$ cat config.mk
export PLATFORM = sky130hd
export DESIGN_NAME = modular_exponentiation_top
export DESIGN_NICKNAME = d
export VERILOG_FILES = /design/src/rtl/modexp_pkg.sv /design/src/rtl/modexp_ctrl.sv /design/src/rtl/modexp_dp.sv /design/src/rtl/modular_exponentiation_top.sv
export SDC_FILE = /design/constraint.sdc
export NUM_CORES = 1
export LEC_CHECK = 0
export CAP_MARGIN = 20
export CORE_ASPECT_RATIO = 1.25
export CORE_UTILIZATION = 40
export CTS_BUF_LIST = sky130_fd_sc_hd__clkbuf_16
export CTS_CLUSTER_SIZE = 25
export DETAILED_ROUTE_END_ITERATION = 8
export DONT_BUFFER_PORTS = 1
export GPL_TIMING_DRIVEN = 0
export PLACE_DENSITY_LB_ADDON = 0.15
export RECOVER_POWER = 100
export SETUP_SLACK_MARGIN = 0.15
export SYNTH_ARGS = -nofsm -noshare
export SYNTH_HDL_FRONTEND = slang
export SYNTH_SLANG_ARGS = --single-unit
$ cat constraint.sdc
create_clock -name i_clk -period 6.4 [get_ports i_clk]
set_input_delay 0.32 -clock i_clk [delete_from_list [all_inputs] [get_ports i_clk]]
set_output_delay 0.32 -clock i_clk [all_outputs]
set_load 0.01 [all_outputs]
$ cat src/rtl/modexp_pkg.sv
package modexp_pkg;

    // Sequencer states
    typedef enum logic [2:0] {
        ST_IDLE,
        ST_REDUCE,
        ST_LOAD_BASE,
        ST_CHECK,
        ST_MUL_ACC,
        ST_MUL_SQ,
        ST_FINISH
    } t_state;

    // Commands from the sequencer to the datapath
    typedef struct packed {
        logic load;          // capture a new word and initialise
        logic red_step;      // one shift-subtract step of the base reduction
        logic mul_acc_start; // set up product acc * base
        logic sq_start;      // set up product base * base
        logic mul_step;      // one add-and-double step of the product
        logic acc_wr;        // take the product into the accumulator
        logic base_wr;       // take the product (or remainder) into the base
        logic exp_shift;     // move to the next exponent bit
        logic out_wr;        // load the result register
    } t_cmd;

    // Status from the datapath to the sequencer
    typedef struct packed {
        logic exp_zero;      // no exponent bits left to scan
        logic exp_lsb;       // current exponent bit
        logic pb_zero;       // product multiplier exhausted
    } t_sts;

endpackage

$ cat src/rtl/modexp_ctrl.sv
module modexp_ctrl
    import modexp_pkg::*;
#(
    parameter int WIDTH = 32
) (
    input  logic i_clk,
    input  logic i_rst_n,
    input  logic i_in_valid,
    output logic o_in_ready,
    output logic o_out_valid,
    input  logic i_out_ready,
    input  t_sts i_sts,
    output t_cmd o_cmd
);

    localparam int CW = $clog2(WIDTH);

    t_state        r_state;
    t_state        n_state;
    logic [CW-1:0] r_cnt;
    logic [CW-1:0] n_cnt;
    logic          r_out_valid;
    logic          n_out_valid;
    logic          w_accept;

    assign o_in_ready  = (r_state == ST_IDLE);
    assign w_accept    = i_in_valid && o_in_ready;
    assign o_out_valid = r_out_valid;

    // Next state
    always_comb begin
        n_state = r_state;
        unique case (r_state)
            ST_IDLE: begin
                if (w_accept) n_state = ST_REDUCE;
            end
            ST_REDUCE: begin
                if (r_cnt == '0) n_state = ST_LOAD_BASE;
            end
            ST_LOAD_BASE: begin
                n_state = ST_CHECK;
            end
            ST_CHECK: begin
                priority if (i_sts.exp_zero) n_state = ST_FINISH;
                else if (i_sts.exp_lsb)      n_state = ST_MUL_ACC;
                else                         n_state = ST_MUL_SQ;
            end
            ST_MUL_ACC: begin
                if (i_sts.pb_zero) n_state = ST_MUL_SQ;
            end
            ST_MUL_SQ: begin
                if (i_sts.pb_zero) n_state = ST_CHECK;
            end
            ST_FINISH: begin
                if (!r_out_valid || i_out_ready) n_state = ST_IDLE;
            end
            default: n_state = ST_IDLE;
        endcase
    end

    // Commands
    always_comb begin
        o_cmd      = '0;
        o_cmd.load = w_accept;
        unique case (r_state)
            ST_IDLE: begin
            end
            ST_REDUCE: begin
                o_cmd.red_step = 1'b1;
            end
            ST_LOAD_BASE: begin
                o_cmd.base_wr = 1'b1;
            end
            ST_CHECK: begin
                priority if (i_sts.exp_zero) begin
                end else if (i_sts.exp_lsb) begin
                    o_cmd.mul_acc_start = 1'b1;
                end else begin
                    o_cmd.sq_start = 1'b1;
                end
            end
            ST_MUL_ACC: begin
                if (i_sts.pb_zero) begin
                    o_cmd.acc_wr   = 1'b1;
                    o_cmd.sq_start = 1'b1;
                end else begin
                    o_cmd.mul_step = 1'b1;
                end
            end
            ST_MUL_SQ: begin
                if (i_sts.pb_zero) begin
                    o_cmd.base_wr   = 1'b1;
                    o_cmd.exp_shift = 1'b1;
                end else begin
                    o_cmd.mul_step = 1'b1;
                end
            end
            ST_FINISH: begin
                o_cmd.out_wr = !r_out_valid || i_out_ready;
            end
            default: begin
            end
        endcase
    end

    // Reduction step counter
    always_comb begin
        n_cnt = r_cnt;
        if (w_accept) begin
            n_cnt = CW'(WIDTH - 1);
        end else if (r_state == ST_REDUCE) begin
            n_cnt = r_cnt - 1'b1;
        end
    end

    // Result word held until taken
    assign n_out_valid = o_cmd.out_wr || (r_out_valid && !i_out_ready);

    always_ff @(posedge i_clk) begin
        if (!i_rst_n) begin
            r_state     <= ST_IDLE;
            r_cnt       <= '0;
            r_out_valid <= 1'b0;
        end else begin
            r_state     <= n_state;
            r_cnt       <= n_cnt;
            r_out_valid <= n_out_valid;
        end
    end

endmodule

$ cat src/rtl/modexp_dp.sv
module modexp_dp
    import modexp_pkg::*;
#(
    parameter int WIDTH = 32
) (
    input  logic        i_clk,
    input  logic        i_rst_n,
    input  logic        i_cfg_wr,
    input  logic [31:0] i_cfg_modulus,
    input  logic [31:0] i_base_value,
    input  logic [31:0] i_exponent,
    input  t_cmd        i_cmd,
    output t_sts        o_sts,
    output logic [31:0] o_power_result
);

    localparam int OW = (WIDTH < 32) ? WIDTH : 32;

    logic [WIDTH-1:0] r_mod;
    logic [WIDTH-1:0] r_acc;
    logic [WIDTH-1:0] r_base;
    logic [OW-1:0]    r_exp;
    logic [WIDTH-1:0] r_pa;
    logic [WIDTH-1:0] r_pb;
    logic [WIDTH-1:0] r_pacc;
    logic [31:0]      r_out;

    logic [WIDTH:0]   w_mod_ext;
    logic [WIDTH:0]   w_sum;
    logic [WIDTH:0]   w_sum_red;
    logic [WIDTH:0]   w_dbl;
    logic [WIDTH:0]   w_dbl_red;
    logic [WIDTH:0]   w_shl;
    logic [WIDTH:0]   w_shl_red;
    logic             w_mod_zero;
    logic             w_mod_le1;

    assign w_mod_ext  = {1'b0, r_mod};
    assign w_mod_zero = (r_mod == '0);
    assign w_mod_le1  = (r_mod[WIDTH-1:1] == '0);

    // Add, double and shift-in, each followed by one conditional subtraction
    always_comb begin
        w_sum     = {1'b0, r_pacc} + {1'b0, r_pa};
        w_sum_red = (w_sum >= w_mod_ext) ? (w_sum - w_mod_ext) : w_sum;
        w_dbl     = {r_pa, 1'b0};
        w_dbl_red = (w_dbl >= w_mod_ext) ? (w_dbl - w_mod_ext) : w_dbl;
        w_shl     = {r_pacc, r_pb[WIDTH-1]};
        w_shl_red = (w_shl >= w_mod_ext) ? (w_shl - w_mod_ext) : w_shl;
    end

    assign o_sts.exp_zero = (r_exp == '0);
    assign o_sts.exp_lsb  = r_exp[0];
    assign o_sts.pb_zero  = (r_pb == '0);

    assign o_power_result = r_out;

    // Modulus register
    always_ff @(posedge i_clk) begin
        if (!i_rst_n) begin
            r_mod <= WIDTH'(1);
        end else if (i_cfg_wr) begin
            r_mod <= WIDTH'(i_cfg_modulus[OW-1:0]);
        end
    end

    // Product / reduction working registers
    always_ff @(posedge i_clk) begin
        priority if (i_cmd.load) begin
            r_pb   <= WIDTH'(i_base_value[OW-1:0]);
            r_pacc <= '0;
        end else if (i_cmd.red_step) begin
            r_pacc <= w_shl_red[WIDTH-1:0];
            r_pb   <= {r_pb[WIDTH-2:0], 1'b0};
        end else if (i_cmd.mul_acc_start) begin
            r_pa   <= r_acc;
            r_pb   <= r_base;
            r_pacc <= '0;
        end else if (i_cmd.sq_start) begin
            r_pa   <= r_base;
            r_pb   <= r_base;
            r_pacc <= '0;
        end else if (i_cmd.mul_step) begin
            if (r_pb[0]) r_pacc <= w_sum_red[WIDTH-1:0];
            r_pa <= w_dbl_red[WIDTH-1:0];
            r_pb <= {1'b0, r_pb[WIDTH-1:1]};
        end
    end

    // Accumulator, base, exponent and result
    always_ff @(posedge i_clk) begin
        if (i_cmd.load) begin
            r_acc <= w_mod_le1 ? '0 : WIDTH'(1);
        end else if (i_cmd.acc_wr) begin
            r_acc <= r_pacc;
        end

        if (i_cmd.base_wr) r_base <= r_pacc;

        // A zero modulus gives zero: scan no exponent bits at all
        if (i_cmd.load) begin
            r_exp <= w_mod_zero ? '0 : i_exponent[OW-1:0];
        end else if (i_cmd.exp_shift) begin
            r_exp <= {1'b0, r_exp[OW-1:1]};
        end

        if (i_cmd.out_wr) r_out <= 32'(r_acc);
    end

endmodule

$ cat src/rtl/modular_exponentiation_top.sv
// Modular exponentiation, power_result = base_value ^ exponent mod modulus, by
// right-to-left square-and-multiply. Write the modulus on the configuration port
// while the block is idle (reset value 1; a zero modulus gives 0). Each word first
// has its base reduced by shift-subtract steps; then, for every exponent bit up
// to the highest set one, come a square and, where the bit is set, a multiply,
// each running one add-and-double step per cycle until the multiplier runs out.
// Short exponents such as 65537 finish far sooner. The single shared
// add-and-double unit serves both the square and the multiply. One word is
// worked on at a time; a finished result waits in an output register while the
// next word is taken.
module modular_exponentiation_top
    import modexp_pkg::*;
#(
    parameter int WIDTH = 32
) (
    input  logic        i_clk,
    input  logic        i_rst_n,
    input  logic        i_cfg_valid,
    output logic        o_cfg_ready,
    input  logic [31:0] i_cfg_modulus,
    input  logic        i_in_valid,
    output logic        o_in_ready,
    input  logic [31:0] i_base_value,
    input  logic [31:0] i_exponent,
    output logic        o_out_valid,
    input  logic        i_out_ready,
    output logic [31:0] o_power_result
);

    t_cmd w_cmd;
    t_sts w_sts;

    assign o_cfg_ready = 1'b1;

    modexp_ctrl #(
        .WIDTH (WIDTH)
    ) u_ctrl (
        .i_clk       (i_clk),
        .i_rst_n     (i_rst_n),
        .i_in_valid  (i_in_valid),
        .o_in_ready  (o_in_ready),
        .o_out_valid (o_out_valid),
        .i_out_ready (i_out_ready),
        .i_sts       (w_sts),
        .o_cmd       (w_cmd)
    );

    modexp_dp #(
        .WIDTH (WIDTH)
    ) u_dp (
        .i_clk          (i_clk),
        .i_rst_n        (i_rst_n),
        .i_cfg_wr       (i_cfg_valid && o_cfg_ready),
        .i_cfg_modulus  (i_cfg_modulus),
        .i_base_value   (i_base_value),
        .i_exponent     (i_exponent),
        .i_cmd          (w_cmd),
        .o_sts          (w_sts),
        .o_power_result (o_power_result)
    );

endmodule
==> flow_summary_export.csv <==
group,metric,value,unit
clocking,path_clk_slew,0.06,ns
clocking,htreeDepth,1,
sta,finalMaxSlewViolations,113,
synthesis,synth_edf_count,192,
placed_design,dp_cells,2562,
setup_path,crit_chain,"ha_1, inv_1, fa_1, nand2b_1, a21o_1, a31oi_1, o41ai_4, o311ai_0, a21oi_1, xnor2_1, ha_1, nand2_1, nor2_1, and4_1, nand4_1, o211ai_1, a221o_1, a31o_2, buf_4, buf_4, mux2i_1, a21oi_1, a21oi_1",
min_path,holdPathEnd,"u_dp.r_mod[7]",
power_and_ir_drop,power_switching,6.312,mW
clocking,clockBufferDepth,3,
setup_path,cp.buffers_inverters,3,
sta,fmax,163.8,MHz
run_status,violations,"capacitance limit, slew limit",
detailed_routing,routedWlPerCell,23.60,um
synthesis,synth-compound-area-share,24.43,%
synthesis,synth_top_cell_by_area,"edfxtp_1",
setup_path,reg2reg_to,"u_dp.r_pacc[1]",
sta,skew,0.01296,ns
clocking,cts_tree,"built",
sta,fin_crit_sh,95.39,%
detailed_routing,wl,64050,um
final_layout,nets,2341,
run_status,status,"finished, violations left",
setup_path,reg2reg_depth,23,
setup_path,crit_path_top_delay_cell,"dfxtp_1",
final_layout,drive_above_1_share,4.368,%
final_layout,final_core_util,46.50,%
grt,grt_overflow,0,
die,num_rows,88,
setup_path,critPathKind,"register to register",
synthesis,synthArstFlopShare,0,%
synthesis,syn_inst,1973,
sta,fin_hold_ws,0.1106,ns
synthesis,synth-adder-area-share,9.111,%
die,dieArea,47700,um^2
grt,grt_pass1_wl,95250,um
synthesis,synth.distinct_cells,85,
detailed_routing,drc,0,
setup_path,critical-path-max-stage-delay,0.58,ns
clocking,post_cts_buffers,0,
detailed_routing,ant_nets,0,
final_layout,mostFrequentLayoutCell,"edfxtp_1",
synthesis,syn-cell-area,18730,um^2
setup_path,critical_path.top_delay_family,"compound AO/OA/AOI/OAI gates",
die,die_h,243.9,um
setup_path,crit_fanout,10,
power_and_ir_drop,pwr_density_cell,617.0,nW/um^2
min_path,min-delay-path-class,"input port to register",
synthesis,muxShareOfSynthArea,5.397,%
setup_path,worstSetupEndpointType,"register",
synthesis,synth_xor_area_share,4.863,%
synthesis,ys_warn_count,0,
synthesis,synth-main-ff-cell,"edfxtp_1",
setup_path,ff2ff_setup_slack,0.30,ns
final_layout,final_cell_mix,"192 x edfxtp_1, 164 x o21ai_0, 153 x a21oi_1",
min_path,hold_start,"i_rst_n",
grt,grt_pass1_vias,16090,
die,ioPinCount,136,
setup_path,crit_arrival,6.62,ns
final_layout,syn_to_final_growth,14.53,%
synthesis,netlist_top_cells_area,"edfxtp_1 31%, ha_1 8.7%, dfxtp_1 7.8%",
power_and_ir_drop,ir_worst_vdd,0.0002625,V
detailed_routing,drt_first_iter_violations,1084,
die,fp.dieW,195.6,um
die,initial_utilization,40.60,%
grt,antenna_found_initial,0,
clocking,clock_latency,0.59,ns
setup_path,critPathRequiredTime,6.92,ns
setup_path,crit_top_cell,"a21oi_1",
clocking,cts_buffers,29,
power_and_ir_drop,leakagePower,7.989,nW
power_and_ir_drop,power_frac_seq,24.0,%
sta,tns,0,ns
setup_path,start_kind,"register",
sta,timing.slew.headroom,-83.32,%
sta,finalHoldViolCount,0,
final_layout,postLayoutCellArea,21450,um^2
sta,setup_viol,0,
job,drv_cap,4,
placed_design,port_buffers,0,
synthesis,synth_top_family_by_area,"compound AO/OA/AOI/OAI gates",
power_and_ir_drop,p_int,6.924,mW
final_layout,final-instance-count-excl-fill,2714,
grt,grt_max_degree,33,
power_and_ir_drop,pwr-share-clk,13.4,%
detailed_routing,dr.pass1.iters,6,
synthesis,ys_seq_elements,265,
synthesis,synth.top_cell.area_share,30.78,%
placed_design,post_dp_cell_area,19590,um^2
detailed_routing,vias,16100,
clocking,cts.sinks,265,
min_path,holdPathStages,2,
synthesis,synth_area_per_cell,9.494,um^2
clocking,clock-root-buffer,"clkbuf_16",
synthesis,synth_seq_area_share,38.58,%
die,coreArea,46130,um^2
sta,worstMarginPinSlew,2.721,ns
power_and_ir_drop,p_comb_share,62.6,%
synthesis,synth-simple-area-share,13.95,%
sta,layout_min_cycle_time,6.105,ns
grt,track_usage,26.38,%
detailed_routing,viasPerCell,5.933,
synthesis,synth_fp_nets,2208,
placed_design,place.gp.congestion,0.9500,
setup_path,regToRegStartpoint,"u_dp.r_pacc[0]",
power_and_ir_drop,p_sw_share,47.69,%
sta,rsz0062_at_grt,"no",
final_layout,antennaDiodeCount,0,
placed_design,dpl.hpwl,51200,um
## worst max-delay path by stage
stage	from	to	depth (start not counted)
2_1_floorplan	u_dp.r_pacc[0]	u_dp.r_pacc[1]	22
3_3_place_gp	u_dp.r_pacc[1]	u_dp.r_pacc[31]	20
3_5_place_dp	u_dp.r_pacc[1]	u_dp.r_pacc[31]	20
4_1_cts	u_dp.r_pa[1]	u_dp.r_pacc[31]	20
5_1_grt	u_dp.r_pacc[0]	u_dp.r_pacc[1]	25
6_report	u_dp.r_pacc[0]	u_dp.r_pacc[1]	23
## timing repair
action,in CTS,in global routing
endpoints found under the hold margin,98,0
endpoints found under the setup margin,0,14
hold buffers,98,0
gates resized for setup,0,3
## power groups by stage
stage	Sequential (mW)	Clock, mW	Combinational, mW
6_report	3.17	1.78	8.28
5_1_grt	3.22	1.87	9.08
4_1_cts	3.15	1.81	8.24
3_5_place_dp	3.18	0	8.15
3_3_place_gp	3.19	0	8.02
2_1_floorplan	2.89	0	6.18
## routing by layer
metal	vias up	track usage [%]	share of wire, %
li1	7788	-	-
met5	-	0	0
met4	0	11.35	4.4
met3	122	2.413	4.6
met2	469	46.87	49
met1	7722	32.44	42
## logic make-up (layout without fill, tap and decap cells)
kind of cell | Yosys count | in the layout
AO/OA/AOI/OAI | 685 | 685
AND/OR/NAND/NOR | 516 | 516
flip-flops | 265 | 265
buffers and inverters | 168 | 324
adder cells (fa/ha/maj) | 134 | 134
XOR/XNOR | 104 | 104
multiplexers | 100 | 100
other | 1 | 1
## cell type report
cell class                 instances  area, um^2
clock buffer                      29       725.7
clock inverter                    25       275.3
multi-input combinational       1540       10820
fill                            4382       24680
timing repair buffer             102       996.0
inverter                          72       270.3
tap                              585       732.0
sequential                       265        7227
buffer                            96       410.4
## registers in the layout, indices dropped and copies added (netlist names)
name                 count
u_ctrl.o_out_valid       1
u_ctrl.r_cnt             5
u_ctrl.r_state           3
u_dp.o_power_result     32
u_dp.r_acc              32
u_dp.r_base             32
u_dp.r_exp              32
u_dp.r_mod              32
u_dp.r_pa               32
u_dp.r_pacc             32
u_dp.r_pb               32
## stage by stage
step	worst slack [ns]	power, mW
after CTS	0.2185	13.19
after floorplan	1.814	9.074
after global placement	0.2635	11.21
after global routing	0.1127	14.16
final	0.2951	13.24
after detailed placement	0.2809	11.33
## cells in the mapped netlist (all sizes together), types with 9 or more instances
library cell and count:
inv 72, mux2i 95, nor4 29, or2 10, nand2 105, o31a 9
a211oi 18, a21o 48, xor2 37, nor2b 55, o22a 12, o21bai 13
and2 42, ha 130, nand2b 23, nand4 20, nor3 42, a22o 32
clkbuf 79, o211ai 20, xnor2 67, o21ai 167, nor2 112, a31oi 32
edfxtp 192, dfxtp 73, a22oi 54, nand3 46, buf 17, a21boi 12
a21oi 154, o21a 25
Note: power is estimated with default switching activity, not from simulation.
